**config.mk**
```make
export PLATFORM = sky130hd
export DESIGN_NAME = triangle_bbox_raster
export DESIGN_NICKNAME = d
export VERILOG_FILES = /design/src/rtl/tbr_pkg.sv /design/src/rtl/triangle_bbox_raster.sv /design/src/rtl/tbr_fifo.sv /design/src/rtl/tbr_front.sv /design/src/rtl/tbr_back.sv
export VERILOG_INCLUDE_DIRS = /design/src /design/src/rtl
export SDC_FILE = /design/constraint.sdc
export NUM_CORES = 2
export LEC_CHECK = 0
export ABC_AREA = 1
export BUFFER_PORTS_ARGS = -buffer_cell sky130_fd_sc_hd__buf_4
export CORE_MARGIN = 2
export CORE_UTILIZATION = 45
export CTS_CLUSTER_DIAMETER = 120
export DETAILED_ROUTE_END_ITERATION = 16
export SETUP_SLACK_MARGIN = 0.02
export SLEW_MARGIN = 20
export SYNTH_ARGS = -nofsm -noshare
export SYNTH_HDL_FRONTEND = slang
export SYNTH_SLANG_ARGS = --single-unit
```
**constraint.sdc**
```tcl
create_clock -name clk -period 12.65 [get_ports clk]
set_input_delay 0.6325 -clock clk [delete_from_list [all_inputs] [get_ports clk]]
set_output_delay 0.6325 -clock clk [all_outputs]
set_load 0.05 [all_outputs]
```
**src/rtl/assert_macros.svh**
```systemverilog
// assertion macros for the rasterizer top level
// no dependencies
`ifndef ASSERT_MACROS_SVH
`define ASSERT_MACROS_SVH

// same-cycle implication under active-low reset
`define TBR_ASSERT_IMPLY(label, clk, rst_n, cond, prop) \
    label: assert property (@(posedge clk) disable iff (!(rst_n)) (cond) |-> (prop)) \
        else $error("assertion failed");

// next-cycle implication under active-low reset
`define TBR_ASSERT_NEXT(label, clk, rst_n, cond, prop) \
    label: assert property (@(posedge clk) disable iff (!(rst_n)) (cond) |=> (prop)) \
        else $error("assertion failed");

`endif

```
**src/rtl/tbr_pkg.sv**
```systemverilog
// constants shared by the triangle rasterizer modules
// no dependencies
`default_nettype none

package tbr_pkg;

    localparam int COLOR_BITS = 24;

    localparam logic OP_START = 1'b0;
    localparam logic OP_SCAN  = 1'b1;

endpackage

`default_nettype wire

```
**src/rtl/triangle_bbox_raster.sv**
```systemverilog
// Triangle rasterizer over the bounding box. A start item (operation 0) loads three vertices and
// a fill color and gives no result; each scan item (operation 1) gives one pixel of the box,
// columns outer and rows inner, with the max column and max row excluded, plus a covered flag,
// the color when covered and a last flag. A scan with no box pending gives pixel (0,0), not
// covered, last set. One item is taken per cycle while the queue has room; a scan result passes
// the queue, the edge product stage and the edge sum stage, then the coverage compare into the
// output register. A queue of QUEUE_DEPTH entries sits between the front and the product pipe,
// so the input stalls only once the output has been held long enough to fill it.
// depends on tbr_pkg, tbr_front, tbr_fifo, tbr_back and assert_macros.svh
`default_nettype none

`include "assert_macros.svh"

module triangle_bbox_raster #(
    parameter int COORD_BITS  = 13,
    parameter int QUEUE_DEPTH = 4
) (
    input  wire logic                          clk,
    input  wire logic                          rst_n,
    input  wire logic                          in_valid,
    output logic                               in_ready,
    input  wire logic                          operation,
    input  wire logic signed [COORD_BITS-1:0]  vertex_a_x,
    input  wire logic signed [COORD_BITS-1:0]  vertex_a_y,
    input  wire logic signed [COORD_BITS-1:0]  vertex_b_x,
    input  wire logic signed [COORD_BITS-1:0]  vertex_b_y,
    input  wire logic signed [COORD_BITS-1:0]  vertex_c_x,
    input  wire logic signed [COORD_BITS-1:0]  vertex_c_y,
    input  wire logic [tbr_pkg::COLOR_BITS-1:0] fill_color,
    output logic                               out_valid,
    input  wire logic                          out_ready,
    output logic signed [COORD_BITS-1:0]       pixel_x,
    output logic signed [COORD_BITS-1:0]       pixel_y,
    output logic                               covered,
    output logic [tbr_pkg::COLOR_BITS-1:0]     pixel_color,
    output logic                               last
);

    import tbr_pkg::*;

    localparam int DW = COORD_BITS + 1;
    localparam int QW = 2 * COORD_BITS + 6 * DW + COLOR_BITS + 2;

    logic                         f_valid, f_ready;
    logic signed [COORD_BITS-1:0] f_px, f_py;
    logic signed [DW-1:0]         f_dax, f_day, f_dbx, f_dby, f_dcx, f_dcy;
    logic [COLOR_BITS-1:0]        f_color;
    logic                         f_act, f_last;

    logic                         q_valid, q_ready;
    logic [QW-1:0]                f_data, q_data;
    logic signed [COORD_BITS-1:0] q_px, q_py;
    logic signed [DW-1:0]         q_dax, q_day, q_dbx, q_dby, q_dcx, q_dcy;
    logic [COLOR_BITS-1:0]        q_color;
    logic                         q_act, q_last;

    tbr_front #(
        .COORD_BITS (COORD_BITS)
    ) u_front (
        .clk        (clk),
        .rst_n      (rst_n),
        .in_valid   (in_valid),
        .in_ready   (in_ready),
        .operation  (operation),
        .vertex_a_x (vertex_a_x),
        .vertex_a_y (vertex_a_y),
        .vertex_b_x (vertex_b_x),
        .vertex_b_y (vertex_b_y),
        .vertex_c_x (vertex_c_x),
        .vertex_c_y (vertex_c_y),
        .fill_color (fill_color),
        .push_valid (f_valid),
        .push_ready (f_ready),
        .px         (f_px),
        .py         (f_py),
        .dax        (f_dax),
        .day        (f_day),
        .dbx        (f_dbx),
        .dby        (f_dby),
        .dcx        (f_dcx),
        .dcy        (f_dcy),
        .color      (f_color),
        .act        (f_act),
        .last       (f_last)
    );

    assign f_data = {f_px, f_py, f_dax, f_day, f_dbx, f_dby, f_dcx, f_dcy, f_color, f_act, f_last};

    tbr_fifo #(
        .WIDTH (QW),
        .DEPTH (QUEUE_DEPTH)
    ) u_fifo (
        .clk        (clk),
        .rst_n      (rst_n),
        .push_valid (f_valid),
        .push_ready (f_ready),
        .push_data  (f_data),
        .pop_valid  (q_valid),
        .pop_ready  (q_ready),
        .pop_data   (q_data)
    );

    assign {q_px, q_py, q_dax, q_day, q_dbx, q_dby, q_dcx, q_dcy, q_color, q_act, q_last} = q_data;

    tbr_back #(
        .COORD_BITS (COORD_BITS)
    ) u_back (
        .clk         (clk),
        .rst_n       (rst_n),
        .q_valid     (q_valid),
        .q_ready     (q_ready),
        .px          (q_px),
        .py          (q_py),
        .dax         (q_dax),
        .day         (q_day),
        .dbx         (q_dbx),
        .dby         (q_dby),
        .dcx         (q_dcx),
        .dcy         (q_dcy),
        .color       (q_color),
        .act         (q_act),
        .last_in     (q_last),
        .out_valid   (out_valid),
        .out_ready   (out_ready),
        .pixel_x     (pixel_x),
        .pixel_y     (pixel_y),
        .covered     (covered),
        .pixel_color (pixel_color),
        .last        (last)
    );

    // an uncovered pixel never carries a color
    `TBR_ASSERT_IMPLY(a_uncovered_no_color, clk, rst_n, out_valid && !covered, pixel_color == '0)
    // input stalls only when the queue is full, so it must hold something
    `TBR_ASSERT_IMPLY(a_stall_means_queued, clk, rst_n, !in_ready, q_valid)
    // a result that is not taken stays put
    `TBR_ASSERT_NEXT(a_out_held, clk, rst_n, out_valid && !out_ready,
                     out_valid && $stable(pixel_x) && $stable(pixel_y) && $stable(covered) && $stable(pixel_color) && $stable(last))

endmodule

`default_nettype wire

```
**src/rtl/tbr_fifo.sv**
```systemverilog
// small register queue between the rasterizer front and back
// depends on nothing but its parameters
`default_nettype none

module tbr_fifo #(
    parameter int WIDTH = 8,
    parameter int DEPTH = 4
) (
    input  wire logic             clk,
    input  wire logic             rst_n,
    input  wire logic             push_valid,
    output logic                  push_ready,
    input  wire logic [WIDTH-1:0] push_data,
    output logic                  pop_valid,
    input  wire logic             pop_ready,
    output logic [WIDTH-1:0]      pop_data
);

    localparam int PW = (DEPTH > 1) ? $clog2(DEPTH) : 1;
    localparam int CW = $clog2(DEPTH + 1);

    logic [WIDTH-1:0] mem [DEPTH];
    logic [PW-1:0]    wr_ptr_reg, wr_ptr_next;
    logic [PW-1:0]    rd_ptr_reg, rd_ptr_next;
    logic [CW-1:0]    count_reg, count_next;
    logic             do_push, do_pop;

    assign push_ready = (count_reg != CW'(DEPTH));
    assign pop_valid  = (count_reg != '0);
    assign pop_data   = mem[rd_ptr_reg];
    assign do_push    = push_valid && push_ready;
    assign do_pop     = pop_valid && pop_ready;

    always_comb
    begin
        wr_ptr_next = wr_ptr_reg;
        rd_ptr_next = rd_ptr_reg;
        count_next  = count_reg;
        if (do_push)
        begin
            wr_ptr_next = (wr_ptr_reg == PW'(DEPTH - 1)) ? '0 : wr_ptr_reg + 1'b1;
        end
        if (do_pop)
        begin
            rd_ptr_next = (rd_ptr_reg == PW'(DEPTH - 1)) ? '0 : rd_ptr_reg + 1'b1;
        end
        if (do_push && !do_pop)
        begin
            count_next = count_reg + 1'b1;
        end
        else if (do_pop && !do_push)
        begin
            count_next = count_reg - 1'b1;
        end
    end

    always_ff @(posedge clk or negedge rst_n)
    begin
        if (!rst_n)
        begin
            wr_ptr_reg <= '0;
            rd_ptr_reg <= '0;
            count_reg  <= '0;
        end
        else
        begin
            wr_ptr_reg <= wr_ptr_next;
            rd_ptr_reg <= rd_ptr_next;
            count_reg  <= count_next;
        end
    end

    always_ff @(posedge clk)
    begin
        if (do_push)
        begin
            mem[wr_ptr_reg] <= push_data;
        end
    end

endmodule

`default_nettype wire

```
**src/rtl/tbr_front.sv**
```systemverilog
// rasterizer front: takes items, holds the triangle setup and walks the box
// depends on tbr_pkg
`default_nettype none

module tbr_front #(
    parameter int COORD_BITS = 13
) (
    input  wire logic                          clk,
    input  wire logic                          rst_n,
    input  wire logic                          in_valid,
    output logic                               in_ready,
    input  wire logic                          operation,
    input  wire logic signed [COORD_BITS-1:0]  vertex_a_x,
    input  wire logic signed [COORD_BITS-1:0]  vertex_a_y,
    input  wire logic signed [COORD_BITS-1:0]  vertex_b_x,
    input  wire logic signed [COORD_BITS-1:0]  vertex_b_y,
    input  wire logic signed [COORD_BITS-1:0]  vertex_c_x,
    input  wire logic signed [COORD_BITS-1:0]  vertex_c_y,
    input  wire logic [tbr_pkg::COLOR_BITS-1:0] fill_color,
    output logic                               push_valid,
    input  wire logic                          push_ready,
    output logic signed [COORD_BITS-1:0]       px,
    output logic signed [COORD_BITS-1:0]       py,
    output logic signed [COORD_BITS:0]         dax,
    output logic signed [COORD_BITS:0]         day,
    output logic signed [COORD_BITS:0]         dbx,
    output logic signed [COORD_BITS:0]         dby,
    output logic signed [COORD_BITS:0]         dcx,
    output logic signed [COORD_BITS:0]         dcy,
    output logic [tbr_pkg::COLOR_BITS-1:0]     color,
    output logic                               act,
    output logic                               last
);

    import tbr_pkg::*;

    localparam int DW = COORD_BITS + 1;

    logic signed [COORD_BITS-1:0] ax_reg, ay_reg;
    logic signed [DW-1:0]         dbx_reg, dby_reg, dcx_reg, dcy_reg;
    logic [COLOR_BITS-1:0]        color_reg;
    logic signed [COORD_BITS-1:0] minx_reg, miny_reg, maxx_reg, maxy_reg;
    logic signed [COORD_BITS-1:0] sx_reg, sx_next, sy_reg, sy_next;
    logic                         active_reg, active_next;

    logic signed [COORD_BITS-1:0] mnx, mny, mxx, mxy;
    logic signed [DW-1:0]         sx_inc, sy_inc;
    logic                         row_end, last_hit;
    logic                         accept, is_start;

    assign in_ready = push_ready;
    assign accept   = in_valid && in_ready;
    assign is_start = (operation == OP_START);

    // bounding box of the incoming vertices
    always_comb
    begin
        mnx = vertex_a_x;
        mxx = vertex_a_x;
        mny = vertex_a_y;
        mxy = vertex_a_y;
        if (vertex_b_x < mnx) mnx = vertex_b_x;
        if (vertex_c_x < mnx) mnx = vertex_c_x;
        if (vertex_b_x > mxx) mxx = vertex_b_x;
        if (vertex_c_x > mxx) mxx = vertex_c_x;
        if (vertex_b_y < mny) mny = vertex_b_y;
        if (vertex_c_y < mny) mny = vertex_c_y;
        if (vertex_b_y > mxy) mxy = vertex_b_y;
        if (vertex_c_y > mxy) mxy = vertex_c_y;
    end

    assign sx_inc   = DW'(sx_reg) + DW'(1);
    assign sy_inc   = DW'(sy_reg) + DW'(1);
    assign row_end  = (sy_inc == DW'(maxy_reg));
    assign last_hit = (sx_inc == DW'(maxx_reg)) && row_end;

    always_comb
    begin
        sx_next     = sx_reg;
        sy_next     = sy_reg;
        active_next = active_reg;
        if (accept)
        begin
            if (is_start)
            begin
                sx_next     = mnx;
                sy_next     = mny;
                active_next = (mnx < mxx) && (mny < mxy);
            end
            else if (active_reg)
            begin
                if (last_hit)
                begin
                    sx_next     = minx_reg;
                    sy_next     = miny_reg;
                    active_next = 1'b0;
                end
                else if (row_end)
                begin
                    sx_next = sx_inc[COORD_BITS-1:0];
                    sy_next = miny_reg;
                end
                else
                begin
                    sy_next = sy_inc[COORD_BITS-1:0];
                end
            end
        end
    end

    always_ff @(posedge clk or negedge rst_n)
    begin
        if (!rst_n)
        begin
            active_reg <= 1'b0;
        end
        else
        begin
            active_reg <= active_next;
        end
    end

    always_ff @(posedge clk)
    begin
        sx_reg <= sx_next;
        sy_reg <= sy_next;
        if (accept && is_start)
        begin
            ax_reg    <= vertex_a_x;
            ay_reg    <= vertex_a_y;
            dbx_reg   <= DW'(vertex_b_x) - DW'(vertex_a_x);
            dby_reg   <= DW'(vertex_b_y) - DW'(vertex_a_y);
            dcx_reg   <= DW'(vertex_c_x) - DW'(vertex_a_x);
            dcy_reg   <= DW'(vertex_c_y) - DW'(vertex_a_y);
            color_reg <= fill_color;
            minx_reg  <= mnx;
            miny_reg  <= mny;
            maxx_reg  <= mxx;
            maxy_reg  <= mxy;
        end
    end

    // scan items go to the back; starts stay here
    assign push_valid = accept && !is_start;
    assign px    = active_reg ? sx_reg : '0;
    assign py    = active_reg ? sy_reg : '0;
    assign dax   = DW'(ax_reg) - DW'(sx_reg);
    assign day   = DW'(ay_reg) - DW'(sy_reg);
    assign dbx   = dbx_reg;
    assign dby   = dby_reg;
    assign dcx   = dcx_reg;
    assign dcy   = dcy_reg;
    assign color = color_reg;
    assign act   = active_reg;
    assign last  = active_reg ? last_hit : 1'b1;

endmodule

`default_nettype wire

```
**src/rtl/tbr_back.sv**
```systemverilog
// rasterizer back: edge products, edge sums and the coverage test
// depends on tbr_pkg
`default_nettype none

module tbr_back #(
    parameter int COORD_BITS = 13
) (
    input  wire logic                          clk,
    input  wire logic                          rst_n,
    input  wire logic                          q_valid,
    output logic                               q_ready,
    input  wire logic signed [COORD_BITS-1:0]  px,
    input  wire logic signed [COORD_BITS-1:0]  py,
    input  wire logic signed [COORD_BITS:0]    dax,
    input  wire logic signed [COORD_BITS:0]    day,
    input  wire logic signed [COORD_BITS:0]    dbx,
    input  wire logic signed [COORD_BITS:0]    dby,
    input  wire logic signed [COORD_BITS:0]    dcx,
    input  wire logic signed [COORD_BITS:0]    dcy,
    input  wire logic [tbr_pkg::COLOR_BITS-1:0] color,
    input  wire logic                          act,
    input  wire logic                          last_in,
    output logic                               out_valid,
    input  wire logic                          out_ready,
    output logic signed [COORD_BITS-1:0]       pixel_x,
    output logic signed [COORD_BITS-1:0]       pixel_y,
    output logic                               covered,
    output logic [tbr_pkg::COLOR_BITS-1:0]     pixel_color,
    output logic                               last
);

    import tbr_pkg::*;

    localparam int DW = COORD_BITS + 1;
    localparam int PW = 2 * DW;
    localparam int UW = PW + 1;
    localparam int SW = PW + 2;

    logic advance;

    logic                         s1_valid_reg;
    logic signed [PW-1:0]         p_bd_reg, p_ab_reg, p_ac_reg, p_cd_reg, p_cb_reg, p_bc_reg;
    logic signed [COORD_BITS-1:0] s1_x_reg, s1_y_reg;
    logic [COLOR_BITS-1:0]        s1_color_reg;
    logic                         s1_act_reg, s1_last_reg;

    logic                         s2_valid_reg;
    logic signed [UW-1:0]         ux_reg, uy_reg, uz_reg;
    logic signed [COORD_BITS-1:0] s2_x_reg, s2_y_reg;
    logic [COLOR_BITS-1:0]        s2_color_reg;
    logic                         s2_act_reg, s2_last_reg;

    logic                         out_valid_reg;
    logic signed [COORD_BITS-1:0] x_reg, y_reg;
    logic                         cov_reg, last_reg;
    logic [COLOR_BITS-1:0]        color_reg;

    logic signed [SW-1:0]         uv_sum;
    logic                         in_tri;

    // the whole pipe moves whenever the output register is free
    assign advance = !out_valid_reg || out_ready;
    assign q_ready = advance;

    always_comb
    begin
        uv_sum = SW'(ux_reg) + SW'(uy_reg);
        if (uz_reg > 0)
        begin
            in_tri = (ux_reg >= 0) && (uy_reg >= 0) && (uv_sum <= SW'(uz_reg));
        end
        else if (uz_reg < 0)
        begin
            in_tri = (ux_reg <= 0) && (uy_reg <= 0) && (uv_sum >= SW'(uz_reg));
        end
        else
        begin
            in_tri = 1'b0;
        end
    end

    always_ff @(posedge clk or negedge rst_n)
    begin
        if (!rst_n)
        begin
            s1_valid_reg  <= 1'b0;
            s2_valid_reg  <= 1'b0;
            out_valid_reg <= 1'b0;
        end
        else if (advance)
        begin
            s1_valid_reg  <= q_valid;
            s2_valid_reg  <= s1_valid_reg;
            out_valid_reg <= s2_valid_reg;
        end
    end

    always_ff @(posedge clk)
    begin
        if (advance)
        begin
            // ux = dbx*day - dax*dby, uy = dax*dcy - dcx*day, uz = dcx*dby - dbx*dcy
            p_bd_reg     <= PW'(dbx) * PW'(day);
            p_ab_reg     <= PW'(dax) * PW'(dby);
            p_ac_reg     <= PW'(dax) * PW'(dcy);
            p_cd_reg     <= PW'(dcx) * PW'(day);
            p_cb_reg     <= PW'(dcx) * PW'(dby);
            p_bc_reg     <= PW'(dbx) * PW'(dcy);
            s1_x_reg     <= px;
            s1_y_reg     <= py;
            s1_color_reg <= color;
            s1_act_reg   <= act;
            s1_last_reg  <= last_in;

            ux_reg       <= UW'(p_bd_reg) - UW'(p_ab_reg);
            uy_reg       <= UW'(p_ac_reg) - UW'(p_cd_reg);
            uz_reg       <= UW'(p_cb_reg) - UW'(p_bc_reg);
            s2_x_reg     <= s1_x_reg;
            s2_y_reg     <= s1_y_reg;
            s2_color_reg <= s1_color_reg;
            s2_act_reg   <= s1_act_reg;
            s2_last_reg  <= s1_last_reg;

            x_reg        <= s2_x_reg;
            y_reg        <= s2_y_reg;
            cov_reg      <= s2_act_reg && in_tri;
            color_reg    <= (s2_act_reg && in_tri) ? s2_color_reg : '0;
            last_reg     <= s2_last_reg;
        end
    end

    assign out_valid   = out_valid_reg;
    assign pixel_x     = x_reg;
    assign pixel_y     = y_reg;
    assign covered     = cov_reg;
    assign pixel_color = color_reg;
    assign last        = last_reg;

endmodule

`default_nettype wire

```
==> insert_results.sql <==
INSERT INTO impl_metrics (metric_group, metric, value, unit) VALUES
('timing', 'tightest_slew', '1.09', 'ns'),
('critical_path', 'timing.setup.critical_path_class', 'reg -> reg', ''),
('synth', 'async_reset_ff_frac', '0.00957', ''),
('synth', 'synth_area_leaders', 'edfxtp_1 (36%), fa_1 (25%), ha_1 (9.3%)', ''),
('detailed_routing', 'viasPerCell', '5.27', ''),
('global_route', 'grtUsageTotal', '0.246', ''),
('timing', 'final.setup_skew', '0.123', 'ns'),
('synth', 'synth-seq-area-share', '0.361', ''),
('synth', 'ys_seq_elements', '1150', ''),
('global_route', 'grt_max_degree', '160', ''),
('detailed_routing', 'route.final.wire_length', '265000', 'um'),
('synth', 'synthDominantCellAreaShare', '0.358', ''),
('clocking', 'cts.htree.levels', '3', ''),
('clocking', 'post_cts_resize_count', '0', ''),
('finish', 'max_flop_register', 'u_fifo.mem', ''),
('synth', 'ys.warnings.count', '0', ''),
('clocking', 'clock_latency', '0.85', 'ns'),
('clocking', 'tritoncts_clock_tree', 'done', ''),
('clocking', 'clock_path_buffers', '3', ''),
('clocking', 'clockRootBuffer', 'clkbuf_16', ''),
('detailed_routing', 'drcViolationCount', '0', ''),
('detailed_routing', 'first_pass_iters', '8', ''),
('floorplan', 'floorplan.io_pins', '161', ''),
('detailed_routing', 'detail-route-antenna-nets', '0', ''),
('synth', 'mappedNetlistArea', '95600', 'um2'),
('synth', 'ys.flop_type', 'edfxtp_1', ''),
('placement', 'io_buffer_count', '160', ''),
('placement', 'gpl.final_weighted_congestion', '0.963', ''),
('synth', 'synth-edff-count', '1139', ''),
('floorplan', 'chipHeight', '465', 'um'),
('placement', 'detailedPlacementHpwl', '203000', 'um'),
('finish', 'design.final.nets', '11500', ''),
('detailed_routing', 'wl_per_cell', '21.2', 'um'),
('timing', 'timing_max_transition_violations_final', '0', ''),
('clocking', 'cts_made_buffers', '119', ''),
('floorplan', 'initial_core_util', '0.451', ''),
('timing', 'max_freq', '0.109', 'GHz'),
('synth', 'synth_area_leader_cell', 'edfxtp_1', ''),
('floorplan', 'std_cell_rows', '169', ''),
('critical_path', 'worst_setup_path_start_kind', 'flip-flop', ''),
('synth', 'yosys.cell_types.count', '59', ''),
('worst_hold_path', 'holdCritPathClass', 'in -> reg', ''),
('synth', 'synthCells', '9390', ''),
('global_route', 'grt_remaining_overflow', '0', ''),
('finish', 'layout-drive-gt1-share', '0.0579', ''),
('timing', 'final_period_minus_worst_setup_slack', '9.15', 'ns'),
('synth', 'synth_nets', '11400', ''),
('critical_path', 'endpoint_kind', 'flip-flop', ''),
('global_route', 'antenna_found_initial', '8', ''),
('detailed_routing', 'initialDrtViolationCount', '5138', ''),
('detailed_routing', 'total_number_of_vias', '65800', ''),
('critical_path', 'timing.critical_path.arrival', '9.65', 'ns'),
('status', 'run_status', 'finished clean', ''),
('run', 'max-cap-violations', '0', ''),
('timing', 'slew_headroom', '0.266', ''),
('critical_path', 'timing.critical_path.fanout_max', '69', ''),
('synth', 'postSynthAreaPerCell', '10.2', 'um2'),
('clocking', 'cts.sink_count', '1150', ''),
('floorplan', 'die_width', '465', 'um'),
('floorplan', 'area_of_the_die', '216000', 'um2'),
('critical_path', 'critical_path_required', '13.15', 'ns'),
('timing', 'final_min_period_over_clock_period', '0.723', ''),
('floorplan', 'placeableCoreArea', '212000', 'um2'),
('timing', 'setup_violations', '0', ''),
('global_route', 'grt_pass1_vias', '67800', ''),
('timing', 'final_hold_violation_count', '0', ''),
('clocking', 'clk_transition_reported_paths', '0.06', 'ns'),
('timing', 'finalSetupTns', '0', 'ns'),
('finish', 'area.growth.synth_to_final', '10.0', '%'),
('global_route', 'global_route_wire_length_before_repair', '405000', 'um'),
('timing', 'setup_repair_after_global_routing_missed_its_margin', 'false', ''),
('finish', 'largest_register_ff_count', '544', '');
==> timing repair <==
item / 4_1_cts / 5_1_grt
hold buffers: 32 / 0
hold endpoints to repair: 42 / 0
endpoints found under the setup margin: 0 / 0
setup buffers: 0 / 0
==> through the flow <==
stage | instances | instance area, um2 | hold slack (ns) | utilization | setup WS [ns]
after floorplan | 9390 | 95600 | 0.337 | - | 3.15
after global placement | 12200 | 101000 | 0.400 | 0.475 | 3.65
after detailed placement | 12200 | 101000 | 0.405 | 0.475 | 3.61
after CTS | 12500 | 105000 | 0.000385 | 0.497 | 3.50
after global routing | 12500 | 105000 | 0.0226 | 0.497 | 2.93
final | 12500 | 105000 | 0.0636 | 0.497 | 3.50
==> cell type report <==
cell class | count | area (um2)
clock inverters | 94 | 1240
diodes | 3 | 7.51
clock buffers | 129 | 3020
multi-input cells | 6076 | 53200
well taps | 2821 | 3530
inverters | 1876 | 7060
fillers | 19200 | 107000
flip-flops and latches | 1150 | 34500
repair buffers | 325 | 2590
==> critical path, stage by stage, from the launching register on <==
cell	delay, ns
dfrtp_4	0.69
buf_4	0.66
nand2_1	0.10
a32oi_1	0.63
clkinv_1	0.93
nor2_1	0.58
fa_1	0.52
fa_1	0.67
fa_1	0.57
inv_1	0.06
fa_1	0.52
inv_1	0.05
fa_1	0.47
inv_1	0.05
fa_1	0.49
inv_1	0.04
ha_1	0.33
a21oi_1	0.22
o21a_1	0.15
nand2_1	0.11
a21oi_1	0.28
o21ai_0	0.17
a21oi_1	0.15
nor2_1	0.05
nor2_1	0.11
xor2_1	0.08
==> cells in the mapped netlist (3+ instances only) <==
master / number
a211oi_1: 13
a21boi_0: 12
a21boi_1: 12
a21o_1: 12
a21oi_1: 462
a221oi_1: 3
a31oi_1: 12
a32oi_1: 81
and2_1: 3
buf_1: 21
buf_2: 3
clkbuf_1: 262
clkinv_1: 12
dfrtp_1: 11
edfxtp_1: 1139
fa_1: 1181
ha_1: 707
inv_1: 1855
inv_2: 9
nand2_1: 1581
nand3_1: 112
nand3b_1: 6
nand4_1: 37
nor2_1: 808
nor2_2: 3
nor3_1: 46
nor4_1: 23
o211a_1: 3
o211ai_1: 7
o21a_1: 9
o21ai_0: 347
o21ai_1: 54
o21bai_1: 35
o221ai_1: 5
o22ai_1: 55
o311ai_0: 6
o31ai_1: 5
o31ai_2: 6
or2_2: 5
xnor2_1: 141
xor2_1: 263
==> cell usage in the layout (no fill, tap or decap), types with 9 or more instances in the layout <==
cell type and count:
clkinvlp_4 12, nand3_1 112, bufinv_16 22, nor2_1 803
a21boi_0 11, ha_1 707, o22ai_1 55, fa_1 1181
nand4_1 37, nor4_1 23, clkbuf_1 10, a31oi_1 12
clkinv_2 18, clkbuf_16 119, dlygate4sd3_1 32, clkinv_1 36
a21oi_1 462, inv_1 1852, edfxtp_1 1139, a32oi_2 31
o21bai_1 35, nor3_1 46, inv_2 9, xor2_1 263
a21o_1 12, a211oi_1 13, o21ai_0 347, nand2_1 1580
dfrtp_1 9, a21boi_1 12, buf_4 288, xnor2_1 141
o21a_1 9, a32oi_1 50, o21ai_1 54
==> kinds of logic (layout without fill, tap and decap cells) <==
group / Yosys count / after routing / share of synthesized area
flip-flops: 1150 / 1150 / 0.361
XOR/XNOR: 405 / 405 / 0.0372
AND/OR/NAND/NOR: 2636 / 2636 / 0.108
adder cells (fa/ha/maj): 1888 / 1888 / 0.340
AO/OA/AOI/OAI: 1147 / 1147 / 0.0685
other: 0 / 3 / 0
buffers and inverters: 2164 / 2424 / 0.0851
==> path summary, 6_finish.rpt <==
kind | startpoint | end | slack (ns) | depth (start not counted)
max | u_fifo.rd_ptr_reg[0] | u_back.p_ab_reg[27] | 3.50 | 25
min | vertex_a_x[5] | u_front.ax_reg[5] | 0.06 | 1
min in group asynchronous | rst_n | u_fifo.count_reg[2] | 0.17 | 2
min reg2reg | u_back.s1_x_reg[12] | u_back.s2_x_reg[12] | 0.41 | 0
max in group asynchronous | rst_n | u_fifo.rd_ptr_reg[1] | 12.21 | 2
max reg2reg | u_fifo.rd_ptr_reg[0] | u_back.p_ab_reg[27] | 3.50 | 25
==> per-layer routing <==
metal / up-vias / GRT usage / wire, um
met5: - / 0 / 40
met2: 2169 / 0.399 / 122000
met4: 6 / 0.113 / 13800
met1: 32900 / 0.329 / 111000
met3: 455 / 0.0349 / 17400
li1: 30200 / - / -
Power is left out: the tool's default activity adds up to more than one toggle a clock period on the data nets, which glitch-free logic cannot reach.
